===== src/rtl/mtg_pkg.sv =====
// Shared types and constants for the MT19937 generator.
// Used by the generator modules and the testbench; depends on nothing.
package mtg_pkg;

  localparam int WORD_W = 32;

  // Request codes on the func field.
  localparam logic [1:0] FUNC_DRAW = 2'd0;
  localparam logic [1:0] FUNC_SEED = 2'd1;
  localparam logic [1:0] FUNC_LOAD = 2'd2;

  // Recurrence offset of the twist.
  localparam int SHIFT_OFFSET = 397;

  localparam logic [WORD_W-1:0] TWIST_XOR      = 32'h9908b0df;
  localparam logic [WORD_W-1:0] MSB_MASK       = 32'h80000000;
  localparam logic [WORD_W-1:0] LOW31_MASK     = 32'h7fffffff;
  localparam logic [WORD_W-1:0] TEMPER_B       = 32'h9d2c5680;
  localparam logic [WORD_W-1:0] TEMPER_C       = 32'hefc60000;
  localparam logic [WORD_W-1:0] HIGH_HALF_MASK = 32'hffff0000;

  // Seeding recurrence s = s * 69069 + 1. Two steps at once use the squared
  // multiplier (modulo 2^32) and the combined increment 69069 + 1.
  localparam logic [WORD_W-1:0] LCG_MULT     = 32'd69069;
  localparam logic [WORD_W-1:0] LCG_MULT2    = 32'd475559465;
  localparam logic [WORD_W-1:0] LCG_INC2     = 32'd69070;
  localparam logic [WORD_W-1:0] DEFAULT_SEED = 32'd4357;

  typedef struct packed {
    logic load;
    logic step;
  } lcg_ctrl_t;

endpackage


===== src/rtl/mtg_cell.sv =====
// One cell of the state chain: holds a single 32-bit state word.
// Depends on mtg_pkg for the word width.
module mtg_cell (
  input  logic                      clk,
  input  logic                      en,
  input  logic [mtg_pkg::WORD_W-1:0] d,
  output logic [mtg_pkg::WORD_W-1:0] q
);

  // On every shift the cell takes the word on its d input.
  always_ff @(posedge clk) begin
    if (en) begin
      q <= d;
    end
  end

endmodule


===== config.mk =====
export PLATFORM = sky130hd
export DESIGN_NAME = mtg_cell
export DESIGN_NICKNAME = d
export VERILOG_FILES = /design/src/rtl/mtg_pkg.sv /design/src/rtl/mtg_cell.sv
export SDC_FILE = /design/constraint.sdc
export NUM_CORES = 1
export LEC_CHECK = 0
export BUFFER_PORTS_ARGS = -buffer_cell sky130_fd_sc_hd__buf_2
export CAP_MARGIN = 25
export CORE_MARGIN = 10
export CORE_UTILIZATION = 39
export CTS_BUF_LIST = sky130_fd_sc_hd__clkbuf_16
export CTS_CLUSTER_SIZE = 20
export DETAILED_ROUTE_END_ITERATION = 7
export GPL_TIMING_DRIVEN = 0
export PLACE_DENSITY_LB_ADDON = 0.08
export SETUP_SLACK_MARGIN = 0.3
export SYNTH_ARGS = -nofsm -noshare
export SYNTH_HDL_FRONTEND = slang
export SYNTH_SLANG_ARGS = --single-unit
export TNS_END_PERCENT = 1

===== constraint.sdc =====
create_clock -name clk -period 0.8 [get_ports clk]
set_input_delay 0.12 -clock clk [delete_from_list [all_inputs] [get_ports clk]]
set_output_delay 0.12 -clock clk [all_outputs]
set_load 0.01 [all_outputs]

== Yosys cells after proc, flatten, opt, wreduce, memory -nomap -nowiden ==
Cells that the tools add are included.
W data, S select, Z words.

* Flip-flop bits (word level): 32
* Input port bits: 34
* Output and inout port bits: 32
* Logic and storage cells: 1

== Logic depth before layout (Yosys ltp) ==
* Depth after elaboration: 0
* Depth in mapped cells: 0
* Gate-level depth less buffers: 0

== Worst setup path before layout ==
No wires, ideal clock.

* Kind: reg-to-output
* From: register q[0] (netlist bit)
* To: output port q[0] (netlist bit)
* Arrival time: 394 ps
* Data required time: 680 ps
* Slack: 286 ps
* Stages on the path, launching flop included: 1
* Path buffers: 0
* Cells stage by stage: edfxtp_1

{| class="wikitable"
|+ RTL lines
! what !! line !! text
|-
| from (decl) || mtg_cell.sv:7 || <nowiki>output logic [mtg_pkg::WORD_W-1:0] q</nowiki>
|-
| from (signal assigned) || mtg_cell.sv:13 || <nowiki>q <= d;</nowiki>
|}

No word-level cell between the ends.

== Final worst setup path ==
* From: register q[8] (netlist bit)
* To: output port q[8] (netlist bit)

No word-level cell between the ends.

==> metrics.txt <==
status=complete, but fails checks; failing checks=negative setup slack; hold_ws=0.0293 ns; die outline width=a little under 70 um; via/cell ratio=around 4.3; Die Area=4850 um2; RePlAce Congestion=roughly 0.63; Initial DRT Pass Iterations=2; wire length per cell=16.7 um; hold buffer count at CTS=0; Synth Cell Area=961 um2; Remaining DRCs=0; Hold Vio Cnt, Final=0; VDD IR-drop max=2.28 mV; multi-input gates=0; Power, Total=between 4000 and 5000 uW; Cell Pwr Density=2740 nW/um2; Total GRT Usage=0.0919; Crit path depth=1; MaxCap Viol Count=0; post-synthesis compound-gate area fraction=0; Worst slew margin=0.811; initial detailed-routing violation count=9; NumNets Final=roughly 140; # rows=17; Syn-to-layout area delta=52.3%; GRT overflow=0; Regs by FF count=q (32); Leak=~0.00064 uW; multi-input logic area=0 um2; Mapped Nets=66; Worst-path clk slew=0.05 ns; CP max stage delay=0.37 ns; multiplexer area fraction after synthesis=0; placed cell area=1320 um2; number of antenna violations at the first check in global routing=0; Top reg by flops=q; diode count=0; Non-Filler Cell Area, Final=1460 um2; Core Util, Final=0.643; Buf/Inv on CP=1; largest net degree at the start of global routing=33; max reg flops=32; vias in the first global route=677; I/O pins=66; Worst Hold Class=in2reg; CP endpoint kind=output port; CTS max path bufs=2; initial cell density of the core=0.422; final setup fails=32; fin worst setup slack=-0.103 ns; CTS tree=done; fin crit period=roughly 0.90 ns; Total Wirelength=about 2200 um; RSZ-0062 raised after global routing=true; first-pass GRT wire length=between 3000 and 4000 um; core area=2280 um2; worst slack, placed=-0.264 ns; syn avg cell area=~30 um2; crit path to=q[8]; via count=576; critical path required time=approximately 0.68 ns; Synth Area in Simple Gates=0; slew of the pin with the lowest slew margin=0.284 ns; XOR/XNOR Fraction of Synth Area=0; remaining antenna violation count=0; IO Port Bufs=65; Chip Height=69.6 um; Tcrit/Tclk final=1.13; post-CTS setup buffers=0; Top Family by Delay on Critical Path=flip-flops; crit path kind=reg2out; largest fanout on the critical path=1; CTS Sinks=32; clock root cell=clkbuf_16; CP Launch Point=q[8]; Final Slew Violations=0; critical path launch point type=flip-flop; Worst EP arrival=0.78 ns; Critical Path Slowest Stage Cell=edfxtp_1; Unique masters post-synth=1; TritonCTS Buffers=5; Adder-Cell Fraction of Synth Area=0; Cell Chain, Critical Path=buf_2; yosys warns=0; fmax=between 1000 and 1500 MHz; Mapped Cells=32; Yosys reg bits=32; layout cell share with drive strength beyond 1=0.667; register area share after synthesis=1.00; htree depth=2
## power by group
part / switching, uW / total (uW) / internal (uW)
logic: 167 / 309 / 141
clock network: 565 / 1680 / 1110
registers: 26.8 / 2020 / 2000
total: 760 / 4010 / 3250
## per-stage QoR
stage,std cells,setup TNS [ns]
2_1_floorplan,32,0
3_3_place_gp,125,-7.39
3_5_place_dp,125,-8.43
4_1_cts,133,-3.00
5_1_grt,133,-3.65
6_report,133,-2.54
## layout by cell type (no fill, tap or decap)
| master | count |
|---|---|
| edfxtp_1 | 32 |
| buf_6 | 1 |
| clkbuf_16 | 5 |
| clkinv_1 | 1 |
| inv_1 | 2 |
| buf_2 | 64 |
## layout make-up
type                  instances  area, um2
Fill cell                   177        812
Tap cell                     28       35.0
Timing Repair Buffer         65        332
Clock buffer                  5        125
Sequential cell              32        961
Clock inverter                3       11.3
## timing repair
action                                 in CTS  in global routing
setup endpoints to repair                  64                 32
pin swaps                                   0                  0
resized for setup                           2                  0
endpoints found under the hold margin       0                  0
## synthesized netlist by cell type
library cell	n	area, um2
edfxtp_1	32	961
## metal layers
metal / vias up / part of all wire / GRT usage
li1: 274 / - / -
met1: 265 / 0.34 / 0.0793
met2: 35 / 0.55 / 0.165
met3: 2 / 0.098 / 0.0556
met4: 0 / 0.0072 / 0.0391
met5: - / 0 / 0
## logic make-up (layout without fill, tap and decap cells)
group | count (synthesis) | in the layout
flip-flops | 32 | 32
buffers and inverters | 0 | 73
## worst min path at each step
stage | slack [ns] | depth (start not counted) | end | from
floorplan | 0.22 | 0 | q[0] | d[0]
detailed placement | 0.30 | 1 | q[23] | d[23]
global route | 0.02 | 1 | q[9] | d[9]
finish | 0.03 | 1 | q[17] | d[17]
global placement | 0.30 | 1 | q[3] | d[3]
CTS | 0.02 | 1 | q[5] | d[5]
(Power assumes the default switching activity.)
