`src/rtl/mtg_pkg.sv`:
```
// Shared types and constants for the MT19937 generator.
// Used by the generator modules and the testbench; depends on nothing.
package mtg_pkg;

  localparam int WORD_W = 32;

  // Request codes on the func field.
  localparam logic [1:0] FUNC_DRAW = 2'd0;
  localparam logic [1:0] FUNC_SEED = 2'd1;
  localparam logic [1:0] FUNC_LOAD = 2'd2;

  // Recurrence offset of the twist.
  localparam int SHIFT_OFFSET = 397;

  localparam logic [WORD_W-1:0] TWIST_XOR      = 32'h9908b0df;
  localparam logic [WORD_W-1:0] MSB_MASK       = 32'h80000000;
  localparam logic [WORD_W-1:0] LOW31_MASK     = 32'h7fffffff;
  localparam logic [WORD_W-1:0] TEMPER_B       = 32'h9d2c5680;
  localparam logic [WORD_W-1:0] TEMPER_C       = 32'hefc60000;
  localparam logic [WORD_W-1:0] HIGH_HALF_MASK = 32'hffff0000;

  // Seeding recurrence s = s * 69069 + 1. Two steps at once use the squared
  // multiplier (modulo 2^32) and the combined increment 69069 + 1.
  localparam logic [WORD_W-1:0] LCG_MULT     = 32'd69069;
  localparam logic [WORD_W-1:0] LCG_MULT2    = 32'd475559465;
  localparam logic [WORD_W-1:0] LCG_INC2     = 32'd69070;
  localparam logic [WORD_W-1:0] DEFAULT_SEED = 32'd4357;

  typedef struct packed {
    logic load;
    logic step;
  } lcg_ctrl_t;

endpackage

```
`src/rtl/mtg_lcg.sv`:
```
// Seed expansion unit: produces one state word per step from the
// 69069 linear congruential recurrence. Depends on mtg_pkg.
module mtg_lcg (
  input  logic                       clk,
  input  mtg_pkg::lcg_ctrl_t         ctrl,
  input  logic [mtg_pkg::WORD_W-1:0] seed,
  output logic [mtg_pkg::WORD_W-1:0] word
);

  logic [mtg_pkg::WORD_W-1:0] s;
  logic [mtg_pkg::WORD_W-1:0] s_odd;
  logic [mtg_pkg::WORD_W-1:0] s_next;

  // The high half of the current value and of the following one form a word.
  assign s_odd  = mtg_pkg::WORD_W'(s * mtg_pkg::LCG_MULT) + 32'd1;
  assign s_next = mtg_pkg::WORD_W'(s * mtg_pkg::LCG_MULT2) + mtg_pkg::LCG_INC2;
  assign word   = (s & mtg_pkg::HIGH_HALF_MASK) |
                  ((s_odd & mtg_pkg::HIGH_HALF_MASK) >> 16);

  always_ff @(posedge clk) begin
    if (ctrl.load) begin
      s <= seed;
    end else if (ctrl.step) begin
      s <= s_next;
    end
  end

endmodule

```
`config.mk`:
```
export PLATFORM = sky130hd
export DESIGN_NAME = mtg_lcg
export DESIGN_NICKNAME = d
export VERILOG_FILES = /design/src/rtl/mtg_pkg.sv /design/src/rtl/mtg_lcg.sv
export SDC_FILE = /design/constraint.sdc
export NUM_CORES = 1
export LEC_CHECK = 0
export BUFFER_PORTS_ARGS = -buffer_cell sky130_fd_sc_hd__buf_2
export CAP_MARGIN = 25
export CORE_MARGIN = 3
export CORE_UTILIZATION = 58
export DETAILED_ROUTE_END_ITERATION = 10
export PLACE_DENSITY = 0.85
export SETUP_SLACK_MARGIN = 0.05
export SLEW_MARGIN = 20
export SYNTH_ARGS = -nofsm -noshare
export SYNTH_HDL_FRONTEND = slang
export SYNTH_SLANG_ARGS = --single-unit
export TNS_END_PERCENT = 30
```
`constraint.sdc`:
```
create_clock -name clk -period 5.8 [get_ports clk]
set_input_delay 0.58 -clock clk [delete_from_list [all_inputs] [get_ports clk]]
set_output_delay 0.58 -clock clk [all_outputs]
set_load 0.05 [all_outputs]
```
Yosys cells after proc, flatten, opt, wreduce, memory -nomap -nowiden
Index checks and enable logic that the tools add are counted.
{ "classes": {"addsub": 2, "mul": 2, "muxes": 2, "n_bitwise": 1, "reduce_logical": 1} }
{ "op_table": {"columns": ["cell", "n"], "rows": [
  ["$mux 32", 2],
  ["$add 32x1->32 const B", 1],
  ["$add 32x17->32 const B", 1],
  ["$mul 32x17->32 const B", 1],
  ["$mul 32x29->32 const B", 1],
  ["$or 32x16->32", 1],
  ["$reduce_bool 2->1", 1]
]} }
{ "word_totals": {"reg_bits": 32, "inputBits": 35, "out_inout_bits": 32} }

Longest topological paths before layout
{ "depth": {"word_depth": 4, "mapped_depth": 24, "depth_no_buf": 23} }

Worst setup path after synthesis
OpenSTA, ideal clock, no wires.
{ "synth_path": {"path_type": "register to output", "start": "register s[10] in the netlist's numbering", "end": "output word[2] in the netlist's numbering", "arrival_time_ps": 5731, "required_time_ps": 5220, "slack_ps": -511, "path_stages_with_launch": 19, "path_buffers": 0, "cell_sequence": "edfxtp_1 ha_1 fa_1 inv_1 fa_1 fa_1 inv_1 fa_1 inv_1 fa_1 inv_1 ha_1 a211oi_1 o21ai_0 a21oi_1 a21boi_1 or2_2 a21o_1 xor2_1"} }
{ "synth_between": {"elab_chain_len": 3} }
{ "synth_rtl": {"columns": ["element", "line_no", "source"], "rows": [
  ["start, declared", "mtg_lcg.sv:10", "logic [mtg_pkg::WORD_W-1:0] s;"],
  ["start signal, assigned", "mtg_lcg.sv:24", "s <= s_next;"],
  ["$mul 32x17->32", "mtg_lcg.sv:15", "assign s_odd = mtg_pkg::WORD_W'(s * mtg_pkg::LCG_MULT) + 32'd1;"],
  ["$add 32x1->32", "mtg_lcg.sv:15", null],
  ["$or 32x16->32", "mtg_lcg.sv:17", "assign word = (s & mtg_pkg::HIGH_HALF_MASK) |"],
  ["end, declared", "mtg_lcg.sv:7", "output logic [mtg_pkg::WORD_W-1:0] word"]
]} }
No other way between the ends.

Worst setup path after layout
{ "layout_path": {"start": "register s[14] in the netlist's numbering", "end": "register s[31] in the netlist's numbering (data pin)"} }
{ "layout_between": {"elab_chain_len": 4} }
{ "layout_rtl": {"columns": ["element", "line_no", "source"], "rows": [
  ["$mul 32x29->32", "mtg_lcg.sv:16", "assign s_next = mtg_pkg::WORD_W'(s * mtg_pkg::LCG_MULT2) + mtg_pkg::LCG_INC2;"],
  ["$add 32x17->32", "mtg_lcg.sv:16", null],
  ["$mux 32", "mtg_lcg.sv:23", "end else if (ctrl.step) begin"],
  ["$mux 32", "mtg_lcg.sv:21", "if (ctrl.load) begin"]
]} }
No other way between the ends. The select of a mux whose other input is x is not followed.
A chain may end at the register's enable or synchronous reset.

==> results.md <==
- Syn_nets: 2116
- Maxcap violations: 0
- Clk buf depth: 2
- DIE AREA: 0.0280 mm2
- CTS clock-pin slew for the worst setup and hold paths: roughly 0.070 ns
- Vias in the first global route: 12700
- Synth async-reset ratio: 0
- Hold Violations, Final: 0
- HP Start: seed[28]
- First-pass GRT wire length: between 60000 and 70000 um
- R2R Path Start: s[14]$_DFFE_PN_
- Initial antenna violation count: 3
- Worst slew pin tran: about 0.92 ns
- Worst-path fanout max: 4
- Die Wd: between 150 and 200 um
- CTS tree: built
- Post-synth EDFFs: 32
- Violated checks: negative setup slack
- Worst hold slack: 0.560 ns
- Drt first pass iters: 5
- Reg2Reg Setup Slack: -0.51 ns
- Setup Skew: about 0.015 ns
- Count of cell types in the netlist: between 60 and 70
- Syn Area/Cell: 10.4 um2
- Cell with the most instances after synthesis: inv_1
- Fraction of layout instances using a drive strength above 1: 0.291
- Max H-tree Level: 2
- Max Clock Freq: 158 MHz
- Synth Instances: roughly 1500
- Max-slew violations: 0
- Final worst setup slack: -0.511 ns
- Final Net Count: about 2400
- Pin count of the biggest net entering global routing: 48
- Status: finished with violations
- Main flop type after synthesis: edfxtp_1
- Final ANT Viol Nets: 0
- Slew headroom: 0.386
- DP Wirelength: ~37000 um
- Sink Count: 32
- Clock latency on the worst-skew pair: about 0.31 ns
- Vias/cell: 5.51
- Global route overflow: 0
- Total CTS buffers: 5
- Worst hold path class: in2reg
- Post-synthesis sequential area ratio: 0.0636
- Routed WL per cell: about 21 um
- Drt drc: 0
- Row count: 58
- Final min period: around 6.3 ns
- Synth Register Bits: 32
- Fin crit share: 1.09
- Worst path required time: around 5.8 ns
- Critical Path Sink Type: register
- Area share of the leading cell type in the synthesized netlist: 0.396
- Hold-critical path depth: 3
- R2R cell count: 20
- WL final: 45200 um
- Ys Warns: 0
- Quantity of I/O buffers inserted on ports: 66
- Via count: 11600
- Worst Setup Start Kind: register
- Post-synth top cells: inv_1, ha_1, fa_1
- Aggregate global-route resource usage: 0.317
- Post-Syn Area: about 0.015 mm2
- Root Driver: clkbuf_16
- Die Height: about 170 um
- Most flops, register: s
- R2r endpoint: s[31]$_DFFE_PN_
- DRT iter0 DRCs: between 700 and 800
- Top post-synthesis cells by area: fa_1, ha_1, inv_1
- Synth-to-layout area growth: 27.1%
- WS Path Type: reg2reg
- Largest regs: s x32
- # setup viols final: 31
- Core area: roughly 0.025 mm2
- Worst Setup SP: s[14]$_DFFE_PN_
- Starting Density: 0.594
- Routability cong.: about 1.0
- Cell taking the most area after synthesis: fa_1
- Hold endpoint: s[28]$_DFFE_PN_
- Largest register FFs: 32
- CP Data Arrival Time: around 6.4 ns
- RSZ-0062 raised after global routing: yes
- Cts hold-fix bufs: 0
- Ports: 67
-- placed cells by master (no fill, tap or decap), drive strengths merged, types with 8 or more instances in the layout --
| cell | netlist | final |
|---|---|---|
| a21oi | 34 | 34 |
| xnor2 | 56 | 56 |
| inv | 449 | 449 |
| buf | 18 | 336 |
| nand2 | 37 | 37 |
| edfxtp | 32 | 32 |
| nor2 | 21 | 21 |
| o21ai | 42 | 42 |
| fa | 299 | 299 |
| xor2 | 25 | 25 |
| a21o | 12 | 12 |
| ha | 324 | 324 |
| nand3 | 8 | 8 |
-- critical path, stage by stage (launching register included) --
cell	delay, ns
edfxtp_1	0.51
ha_4	0.37
buf_6	0.11
fa_2	0.46
fa_1	0.58
inv_2	0.05
fa_1	0.53
inv_2	0.05
fa_1	0.44
fa_1	0.51
fa_1	0.61
ha_4	0.25
ha_4	0.26
and3_4	0.20
nand2_4	0.06
a2111oi_4	0.28
buf_4	0.21
o211ai_2	0.11
a21boi_2	0.21
o21a_2	0.16
o31ai_2	0.06
-- logic make-up (layout without fill, tap and decap cells) --
kind of cell | after synthesis | after routing | share of synthesized area
multiplexers | 3 | 3 | 0.00224
AND/OR/NAND/NOR | 107 | 107 | 0.0346
AO/OA/AOI/OAI | 136 | 136 | 0.0616
XOR/XNOR | 81 | 81 | 0.0470
buffers and inverters | 476 | 792 | 0.126
adder cells (fa/ha/maj) | 623 | 623 | 0.665
other | 0 | 1 | 0
flip-flops | 32 | 32 | 0.0636
-- worst max path at each step --
stage	to	slack (ns)	cells past startpoint
final	s[31]$_DFFE_PN_	-0.51	20
after global routing	s[31]$_DFFE_PN_	-0.65	20
after CTS	word[14]	-0.52	18
after detailed placement	word[15]	-0.59	18
after global placement	word[15]	-0.50	18
after floorplan	word[14]	-0.13	15
-- metrics by stage --
| step | util | instances | setup WS, ns | cell area, um2 | TNS [ns] |
|---|---|---|---|---|---|
| CTS | 0.730 | 2082 | -0.519 | 18500 | -8.31 |
| floorplan | - | 1458 | -0.133 | 15500 | -0.442 |
| global placement | 0.701 | 2055 | -0.497 | 17800 | -6.88 |
| global route | 0.755 | 2104 | -0.649 | 19200 | -13.66 |
| detailed placement | 0.701 | 2055 | -0.590 | 17800 | -9.01 |
| finish | 0.755 | 2105 | -0.511 | 19200 | -8.35 |
-- cell type report --
| type | instances | area, um2 |
|---|---|---|
| Multi-Input combinational cell | 950 | 13400 |
| Fill cell | 1562 | 6210 |
| Timing Repair Buffer | 336 | 2560 |
| Inverter | 449 | 1690 |
| Sequential cell | 32 | 961 |
| Tap cell | 330 | 413 |
| Clock buffer | 5 | 125 |
| Clock inverter | 2 | 7.51 |
| Antenna cell | 1 | 2.50 |
-- timing repair --
item / CTS / global route
resized for setup: 99 / 95
setup buffers: 20 / 23
pin swaps: 56 / 56
setup endpoints to repair: 33 / 34
-- metal layers --
layer,share of wire,GRT usage,vias to the layer above
met3,0.083,0.0673,161
met1,0.40,0.431,5778
li1,-,-,5139
met2,0.46,0.504,518
met4,0.053,0.118,4
met5,0.00051,0,-
Power is left out: the tool's default activity adds up to more than one toggle a clock period on the data nets, which glitch-free logic cannot reach.
